[config.mk]
export PLATFORM = sky130hd
export DESIGN_NAME = subblock_deinterleaver
export DESIGN_NICKNAME = d
export VERILOG_FILES = /design/src/hw/rtl/sbd_pkg.sv /design/src/hw/rtl/subblock_deinterleaver.sv /design/src/hw/rtl/sbd_ctrl.sv /design/src/hw/rtl/sbd_datapath.sv
export SDC_FILE = /design/constraint.sdc
export NUM_CORES = 1
export LEC_CHECK = 0
export BUFFER_PORTS_ARGS = -buffer_cell sky130_fd_sc_hd__buf_2
export CELL_PAD_IN_SITES_DETAIL_PLACEMENT = 2
export CELL_PAD_IN_SITES_GLOBAL_PLACEMENT = 2
export CORE_MARGIN = 5
export CORE_UTILIZATION = 41
export DETAILED_ROUTE_END_ITERATION = 10
export PLACE_DENSITY = 0.94
export SYNTH_ARGS = -nofsm -noshare
export SYNTH_HDL_FRONTEND = slang
export SYNTH_SLANG_ARGS = --single-unit
export TNS_END_PERCENT = 20
[constraint.sdc]
create_clock -name i_clk -period 16 [get_ports i_clk]
set_clock_uncertainty 0.2 [all_clocks]
set_input_delay 3.2 -clock i_clk [delete_from_list [all_inputs] [get_ports i_clk]]
set_output_delay 3.2 -clock i_clk [all_outputs]
set_load 0.03 [all_outputs]
[src/hw/rtl/sbd_pkg.sv]
// Shared types, codes and permutation tables for the sub-block deinterleaver.
package sbd_pkg;

    localparam int MAX_BLOCK = 8192;
    localparam int CC_STRIDE = 3;

    typedef logic [1:0] t_mode;
    localparam t_mode MODE_CC  = 2'd0;
    localparam t_mode MODE_TC  = 2'd1;
    localparam t_mode MODE_TC2 = 2'd2;
    localparam t_mode MODE_RSV = 2'd3;

    typedef logic [1:0] t_cfg_idx;
    localparam t_cfg_idx CFG_MODE       = 2'd0;
    localparam t_cfg_idx CFG_BLOCK_SIZE = 2'd1;
    localparam t_cfg_idx CFG_CC_OFFSET  = 2'd2;
    localparam t_cfg_idx CFG_CC_COUNT   = 2'd3;

    typedef struct packed {
        logic signed [7:0] soft_value;
        logic              start_req;
    } t_in_item;

    typedef struct packed {
        logic        [14:0] dest_address;
        logic signed [7:0]  out_value;
        logic               last;
    } t_out_item;

    typedef struct packed {
        logic step;
        logic from_input;
    } t_dp_cmd;

    typedef struct packed {
        logic skip;
        logic emit;
    } t_dp_status;

    localparam logic [4:0] CC_PERM [32] = '{
        5'd1, 5'd17, 5'd9, 5'd25, 5'd5, 5'd21, 5'd13, 5'd29,
        5'd3, 5'd19, 5'd11, 5'd27, 5'd7, 5'd23, 5'd15, 5'd31,
        5'd0, 5'd16, 5'd8, 5'd24, 5'd4, 5'd20, 5'd12, 5'd28,
        5'd2, 5'd18, 5'd10, 5'd26, 5'd6, 5'd22, 5'd14, 5'd30
    };

    localparam logic [4:0] TC_PERM [32] = '{
        5'd0, 5'd16, 5'd8, 5'd24, 5'd4, 5'd20, 5'd12, 5'd28,
        5'd2, 5'd18, 5'd10, 5'd26, 5'd6, 5'd22, 5'd14, 5'd30,
        5'd1, 5'd17, 5'd9, 5'd25, 5'd5, 5'd21, 5'd13, 5'd29,
        5'd3, 5'd19, 5'd11, 5'd27, 5'd7, 5'd23, 5'd15, 5'd31
    };

endpackage

[src/hw/rtl/subblock_deinterleaver.sv]
// Top level of the 32-column sub-block deinterleaver address generator.
//
// Input channel: one soft value per transfer; start_req on a transfer latches the
// configured block size and restarts the column-by-column matrix walk at that item.
// Output channel: destination address, the soft value unchanged and a last flag.
// Configuration: write enable, register index and 14-bit data, taken at once.
// A result is in the output register in the cycle after its input transfer;
// in convolutional mode each null position in front of the item is stepped over
// first (null positions lie in the first matrix row only, so at most 31 per block).
// Throughput: one item per cycle while no null position is skipped and the output
// is not stalled, set by the datapath walk and the one-entry output register.
// Turbo null positions and items while the walk is finished take a transfer
// and give no result.
// Reset: walk finished, output empty; inputs are taken and dropped until a start.
// When the receiver stalls, the full output register holds its result and input
// ready falls until the result is transferred.
module subblock_deinterleaver (
    input  logic                 i_clk,
    input  logic                 i_rst_n,
    input  logic                 i_cfg_we,
    input  sbd_pkg::t_cfg_idx    i_cfg_index,
    input  logic [13:0]          i_cfg_data,
    input  logic                 i_in_valid,
    output logic                 o_in_ready,
    input  sbd_pkg::t_in_item    i_in_data,
    output logic                 o_out_valid,
    input  logic                 i_out_ready,
    output sbd_pkg::t_out_item   o_out_data
);

    sbd_pkg::t_dp_cmd    cmd;
    sbd_pkg::t_dp_status status;

    sbd_ctrl u_ctrl (
        .i_clk       (i_clk),
        .i_rst_n     (i_rst_n),
        .i_in_valid  (i_in_valid),
        .o_in_ready  (o_in_ready),
        .o_out_valid (o_out_valid),
        .i_out_ready (i_out_ready),
        .i_status    (status),
        .o_cmd       (cmd)
    );

    sbd_datapath u_datapath (
        .i_clk       (i_clk),
        .i_rst_n     (i_rst_n),
        .i_cfg_we    (i_cfg_we),
        .i_cfg_index (i_cfg_index),
        .i_cfg_data  (i_cfg_data),
        .i_cmd       (cmd),
        .i_in_data   (i_in_data),
        .o_status    (status),
        .o_out_data  (o_out_data)
    );

endmodule

[src/hw/rtl/sbd_ctrl.sv]
// Handshake controller: input acceptance, null-skip sequencing and output valid.
module sbd_ctrl (
    input  logic                  i_clk,
    input  logic                  i_rst_n,
    input  logic                  i_in_valid,
    output logic                  o_in_ready,
    output logic                  o_out_valid,
    input  logic                  i_out_ready,
    input  sbd_pkg::t_dp_status   i_status,
    output sbd_pkg::t_dp_cmd      o_cmd
);

    typedef enum logic {
        S_RUN,
        S_SKIP
    } t_state;

    t_state r_state;
    t_state n_state;
    logic   r_out_valid;
    logic   n_out_valid;
    logic   accept;

    assign o_in_ready     = (r_state == S_RUN) && (!r_out_valid || i_out_ready);
    assign accept         = i_in_valid && o_in_ready;
    assign o_cmd.step       = accept || (r_state == S_SKIP);
    assign o_cmd.from_input = accept;
    assign o_out_valid    = r_out_valid;

    always_comb begin
        n_state     = r_state;
        n_out_valid = (r_out_valid && !i_out_ready) || i_status.emit;
        case (r_state)
            S_RUN: begin
                if (accept && i_status.skip) begin
                    n_state = S_SKIP;
                end
            end
            S_SKIP: begin
                if (!i_status.skip) begin
                    n_state = S_RUN;
                end
            end
            default: begin
                n_state = S_RUN;
            end
        endcase
    end

    always_ff @(posedge i_clk) begin
        if (!i_rst_n) begin
            r_state     <= S_RUN;
            r_out_valid <= 1'b0;
        end else begin
            r_state     <= n_state;
            r_out_valid <= n_out_valid;
        end
    end

endmodule

[src/hw/rtl/sbd_datapath.sv]
// Datapath: configuration registers, matrix walk, null detection and address generation.
module sbd_datapath (
    input  logic                  i_clk,
    input  logic                  i_rst_n,
    input  logic                  i_cfg_we,
    input  sbd_pkg::t_cfg_idx     i_cfg_index,
    input  logic [13:0]           i_cfg_data,
    input  sbd_pkg::t_dp_cmd      i_cmd,
    input  sbd_pkg::t_in_item     i_in_data,
    output sbd_pkg::t_dp_status   o_status,
    output sbd_pkg::t_out_item    o_out_data
);

    sbd_pkg::t_mode     r_mode;
    logic [13:0]        r_block_size;
    logic [1:0]         r_cc_offset;
    logic [13:0]        r_cc_count;

    logic [4:0]         r_col;
    logic [7:0]         r_row;
    logic [13:0]        r_taken;
    logic [8:0]         r_rows;
    logic [4:0]         r_nulls;
    logic               r_finished;
    logic signed [7:0]  r_hold;
    sbd_pkg::t_out_item r_out;

    logic [4:0]         n_col;
    logic [7:0]         n_row;
    logic [13:0]        n_taken;
    logic               n_finished;

    logic               fresh;
    logic [13:0]        d_cl;
    logic [8:0]         cfg_rows;
    logic [4:0]         cfg_nulls;
    logic [4:0]         e_col;
    logic [7:0]         e_row;
    logic [13:0]        e_taken;
    logic [8:0]         e_rows;
    logic [4:0]         e_nulls;
    logic               e_finished;
    sbd_pkg::t_mode     m;
    logic               is_cc;
    logic [4:0]         perm_sel;
    logic [13:0]        kp;
    logic [12:0]        idx_base;
    logic [13:0]        idx_inc;
    logic [12:0]        idx;
    logic               null_here;
    logic [8:0]         row_inc;
    logic               row_wrap;
    logic               ended;
    logic [31:0]        colhas;
    logic [31:0]        wrapcol;
    logic [9:0]         row2;
    logic               inrest;
    logic [31:0]        above;
    logic               later;
    logic [13:0]        cnt;
    logic [13:0]        taken_inc;
    logic               active;
    logic               skip;
    logic               emit;
    logic               last;
    logic [12:0]        rel;
    logic [14:0]        dest;
    logic signed [7:0]  value;

    always_ff @(posedge i_clk) begin
        if (!i_rst_n) begin
            r_mode       <= sbd_pkg::MODE_CC;
            r_block_size <= 14'd1;
            r_cc_offset  <= 2'd0;
            r_cc_count   <= 14'd1;
        end else if (i_cfg_we) begin
            case (i_cfg_index)
                sbd_pkg::CFG_MODE:       r_mode       <= i_cfg_data[1:0];
                sbd_pkg::CFG_BLOCK_SIZE: r_block_size <= i_cfg_data;
                sbd_pkg::CFG_CC_OFFSET:  r_cc_offset  <= i_cfg_data[1:0];
                sbd_pkg::CFG_CC_COUNT:   r_cc_count   <= i_cfg_data;
                default: begin
                end
            endcase
        end
    end

    always_comb begin
        if (r_block_size == 14'd0) begin
            d_cl = 14'd1;
        end else if (r_block_size > 14'(sbd_pkg::MAX_BLOCK)) begin
            d_cl = 14'(sbd_pkg::MAX_BLOCK);
        end else begin
            d_cl = r_block_size;
        end
    end

    assign cfg_rows  = 9'((15'(d_cl) + 15'd31) >> 5);
    assign cfg_nulls = 5'd0 - d_cl[4:0];

    assign fresh      = i_cmd.from_input && i_in_data.start_req;
    assign e_col      = fresh ? 5'd0  : r_col;
    assign e_row      = fresh ? 8'd0  : r_row;
    assign e_taken    = fresh ? 14'd0 : r_taken;
    assign e_rows     = fresh ? cfg_rows  : r_rows;
    assign e_nulls    = fresh ? cfg_nulls : r_nulls;
    assign e_finished = fresh ? 1'b0 : r_finished;

    assign m     = (r_mode == sbd_pkg::MODE_RSV) ? sbd_pkg::MODE_TC : r_mode;
    assign is_cc = (m == sbd_pkg::MODE_CC);

    assign perm_sel = is_cc ? sbd_pkg::CC_PERM[e_col] : sbd_pkg::TC_PERM[e_col];
    assign kp       = {e_rows, 5'd0};
    assign idx_base = {e_row, perm_sel};
    assign idx_inc  = 14'(idx_base) + 14'd1;

    always_comb begin
        if (m == sbd_pkg::MODE_TC2) begin
            idx = (idx_inc == kp) ? 13'd0 : 13'(idx_inc);
        end else begin
            idx = idx_base;
        end
    end

    assign null_here = idx < 13'(e_nulls);
    assign row_inc   = 9'(e_row) + 9'd1;
    assign row_wrap  = (row_inc == e_rows);
    assign ended     = row_wrap && (e_col == 5'd31);

    always_comb begin
        logic [4:0] p;
        logic [5:0] v;
        logic       nn0;
        logic       tail;
        for (int c = 0; c < 32; c++) begin
            p = is_cc ? sbd_pkg::CC_PERM[c] : sbd_pkg::TC_PERM[c];
            v = {1'b0, p} + ((m == sbd_pkg::MODE_TC2) ? 6'd1 : 6'd0);
            if (v == 6'd32 && e_rows == 9'd1) begin
                v = 6'd0;
            end
            nn0 = v >= {1'b0, e_nulls};
            wrapcol[c] = (m == sbd_pkg::MODE_TC2) && (sbd_pkg::TC_PERM[c] == 5'd31)
                         && (e_nulls != 5'd0);
            tail = (e_rows >= 9'd3) || ((e_rows == 9'd2) && !wrapcol[c]);
            colhas[c] = nn0 || tail;
        end
    end

    assign row2   = 10'(e_row) + 10'd2;
    assign inrest = (row2 < 10'(e_rows)) || ((row2 == 10'(e_rows)) && !wrapcol[e_col]);
    assign above  = 32'hFFFF_FFFE << e_col;
    assign later  = inrest || (|(colhas & above));

    assign cnt       = (r_cc_count == 14'd0) ? 14'd1 : r_cc_count;
    assign taken_inc = e_taken + 14'd1;

    assign active = i_cmd.step && !e_finished;
    assign skip   = active && is_cc && null_here && !ended;
    assign emit   = active && !null_here;
    assign last   = is_cc ? ((taken_inc >= cnt) || !later) : !later;
    assign rel    = idx - 13'(e_nulls);
    assign dest   = is_cc ? (15'(sbd_pkg::CC_STRIDE) * 15'(rel) + 15'(r_cc_offset))
                          : 15'(rel);
    assign value  = i_cmd.from_input ? i_in_data.soft_value : r_hold;

    always_comb begin
        n_col      = e_col;
        n_row      = e_row;
        n_taken    = e_taken;
        n_finished = e_finished;
        if (active) begin
            n_row = row_wrap ? 8'd0 : 8'(row_inc);
            if (row_wrap && !ended) begin
                n_col = e_col + 5'd1;
            end
            if (is_cc) begin
                if (null_here) begin
                    n_finished = ended;
                end else begin
                    n_taken    = taken_inc;
                    n_finished = last;
                end
            end else begin
                n_finished = ended;
            end
        end
    end

    always_ff @(posedge i_clk) begin
        if (!i_rst_n) begin
            r_col      <= 5'd0;
            r_row      <= 8'd0;
            r_taken    <= 14'd0;
            r_rows     <= 9'd1;
            r_nulls    <= 5'd31;
            r_finished <= 1'b1;
        end else if (i_cmd.step) begin
            r_col      <= n_col;
            r_row      <= n_row;
            r_taken    <= n_taken;
            r_rows     <= e_rows;
            r_nulls    <= e_nulls;
            r_finished <= n_finished;
        end
    end

    always_ff @(posedge i_clk) begin
        if (i_cmd.from_input) begin
            r_hold <= i_in_data.soft_value;
        end
        if (emit) begin
            r_out.dest_address <= dest;
            r_out.out_value    <= value;
            r_out.last         <= last;
        end
    end

    assign o_status.skip = skip;
    assign o_status.emit = emit;
    assign o_out_data    = r_out;

endmodule

==> qor.yml <==
area_growth_pct: 8.91
fmax_mhz: 85.1
grt_antenna_before_repair: 0
holdBufCountCts: 0
drcViolationCount: 0
p_leak_nw: 3.96
arrival_ns: 11.68
grtUsageTotal: 0.288
rows: 54
maxCapViolCount: 0
critical_path_class: "in -> reg"
ios: 56
regArea_um2: 2400
slew_violations: 0
io_buffers: 55
finalWirelength_um: 35700
diodes: 0
setup_violations: 0
worst-path-max-fanout: 56
wl_per_cell_um: 25.0
vias: 8972
hold_viol_final: 0
syn_avg_cell_area_um2: 8.03
fin_area_um2: 9750
syn-cell-area_um2: 8950
max_stage_delay_ns: 0.57
multiInputGateArea_um2: 6100
layout_common_cells: "152 x nand2_1, 103 x nor2_1, 89 x ha_1"
status: "finished clean"
async_reset_ff_frac: 0
worstSkewPairLatency_ns: 0.38
die_h_um: 158
ys_seq_elements: 108
dp_cells: 1415
numCtsBuffers: 9
initialDrtViolationCount: 507
clk_pin_slew_worst_paths_ns: 0.08
cts_tree: "built"
core_um2: 21700
grt_pass1_wl_um: 56300
fp.dieArea_um2: 24900
grt_pass1_vias: 10081
crit_slowest_cell: "or3b_1"
grt_overflow_total: 0
dp_slack_ns: 4.07
hold_class: "reg -> reg"
clock_path_buffers: 2
grt_max_degree: 57
place_area_um2: 9450
fin_cells: 1431
cts.sink_count: 108
p_per_area_nw_per_um2: 90.9
synth_edf_count: 24
start_util: 0.413
postCtsSetupRepairBufs: 0
tns_ns: 0
ir_worst_vdd_mv: 0.0566
dieWidth_um: 158
synth_warnings: 0
worst_pin_slew_ns: 0.868
ys.flop_type: "dfxtp_1"
ctsResizeCount: 0
period_needed_ns: 11.75
worst_slack_ns: 4.25
required_ns: 15.93
syn_inst: 1115
end_kind: "flip-flop"
antenna_left: 0
nets: 1268
mostFrequentLayoutCell: "nand2_1"
drt_pass1_iterations: 7
viasPerCell: 6.27
htreeDepth: 3
gp_congestion: 0.926
synth.distinct_cells: 96
yosysSeqAreaShare: 0.268
startpoint_type: "input port"
root_buffer: "clkbuf_16"
max_slew_margin: 0.421
fin_crit_sh: 0.734
dp_hpwl_um: 26600
fillers: 2434
rsz0062_at_grt: "no"
drive_above_1_share: 0.118
-- cell usage after synthesis (6+ instances only) --
library cell    n  share of area
a211oi_1        6         0.0050
xor2_1         21          0.021
o211ai_1       10         0.0084
nand2_1       152          0.064
nand3_1        39          0.022
xnor2_1        46          0.045
inv_1          56          0.023
mux2i_1        14          0.016
o21ai_0        47          0.026
buf_2          11         0.0061
dfxtp_1        84           0.19
nor4_1         14         0.0098
o31ai_1         9         0.0075
nor3_1         20          0.011
a21o_1         12          0.010
nor2b_1        13         0.0091
and3_1         12         0.0084
and2_1          8         0.0056
nand4_1        16          0.011
or3_1           8         0.0056
mux2_2         12          0.015
a31oi_1        14         0.0098
clkbuf_1       30          0.013
ha_1           89           0.12
o21a_1          7         0.0059
nand2b_1       13         0.0091
edfxtp_1       24          0.080
nor2_1        104          0.044
a21oi_1        82          0.046
-- registers in the layout (all words and copies together), names as in the netlist --
signal / cells
u_ctrl.o_out_valid: 1
u_ctrl.r_state: 1
u_datapath.o_out_data: 24
u_datapath.r_block_size: 14
u_datapath.r_cc_count: 14
u_datapath.r_cc_offset: 2
u_datapath.r_col: 5
u_datapath.r_finished: 1
u_datapath.r_hold: 8
u_datapath.r_mode: 2
u_datapath.r_nulls: 5
u_datapath.r_row: 8
u_datapath.r_rows: 9
u_datapath.r_taken: 14
-- final timing paths --
kind              cells past startpoint            startpoint  slack [ns]                   endpoint
hold / removal                        1  u_datapath.r_hold[7]        0.28       u_datapath.r_hold[7]
setup reg to reg                     35        u_ctrl.r_state        6.78  u_datapath.o_out_data[20]
hold reg to reg                       1  u_datapath.r_hold[7]        0.28       u_datapath.r_hold[7]
setup / recovery                     36           i_out_ready        4.25  u_datapath.o_out_data[20]
-- power by group --
| group | total (mW) | internal (mW) | switching [mW] | leakage [nW] |
|---|---|---|---|---|
| Clock | 0.242 | 0.112 | 0.130 | 0.146 |
| Sequential | 0.312 | 0.301 | 0.0111 | 0.901 |
| Combinational | 0.333 | 0.127 | 0.205 | 2.92 |
| Total | 0.886 | 0.541 | 0.346 | 3.96 |
-- per-stage QoR --
stage | total power, mW | hold WS (ns) | utilization
final | 0.886 | 0.279 | 0.450
after global routing | 0.931 | 0.304 | 0.450
after CTS | 0.888 | 0.283 | 0.450
after detailed placement | 0.642 | 0.263 | 0.436
after global placement | 0.603 | 0.251 | 0.436
after floorplan | 0.540 | 0.246 | -
-- cell families after synthesis --
logic type,Yosys count,synth area share
AO/OA/AOI/OAI,267,0.201
XOR/XNOR,67,0.0655
adder cells (fa/ha/maj),92,0.131
buffers and inverters,113,0.0550
flip-flops,108,0.268
multiplexers,27,0.0324
other,2,0.000839
AND/OR/NAND/NOR,439,0.245
-- layer usage --
| metal | share of wire | GRT usage |
|---|---|---|
| met5 | 0 | 0 |
| met4 | 0.045 | 0.136 |
| met3 | 0.048 | 0.0495 |
| met2 | 0.52 | 0.534 |
| met1 | 0.39 | 0.316 |
-- cell type report --
cell class | count | area share
timing repair buffer | 68 | 0.0382
sequential | 108 | 0.246
clock buffer | 9 | 0.0231
tap | 280 | 0.0359
inverter | 58 | 0.0223
clock inverter | 7 | 0.00821
multi-input combinational | 901 | 0.626
-- worst max-delay path, delay by kind of cell --
family	cells	cell delay, ns
AO/OA/AOI/OAI	14	2.51
XOR/XNOR	2	0.54
AND/OR/NAND/NOR	11	2.80
adder cells (fa/ha/maj)	5	1.61
buffers and inverters	4	0.96
Note: power is estimated with default switching activity, not from simulation.
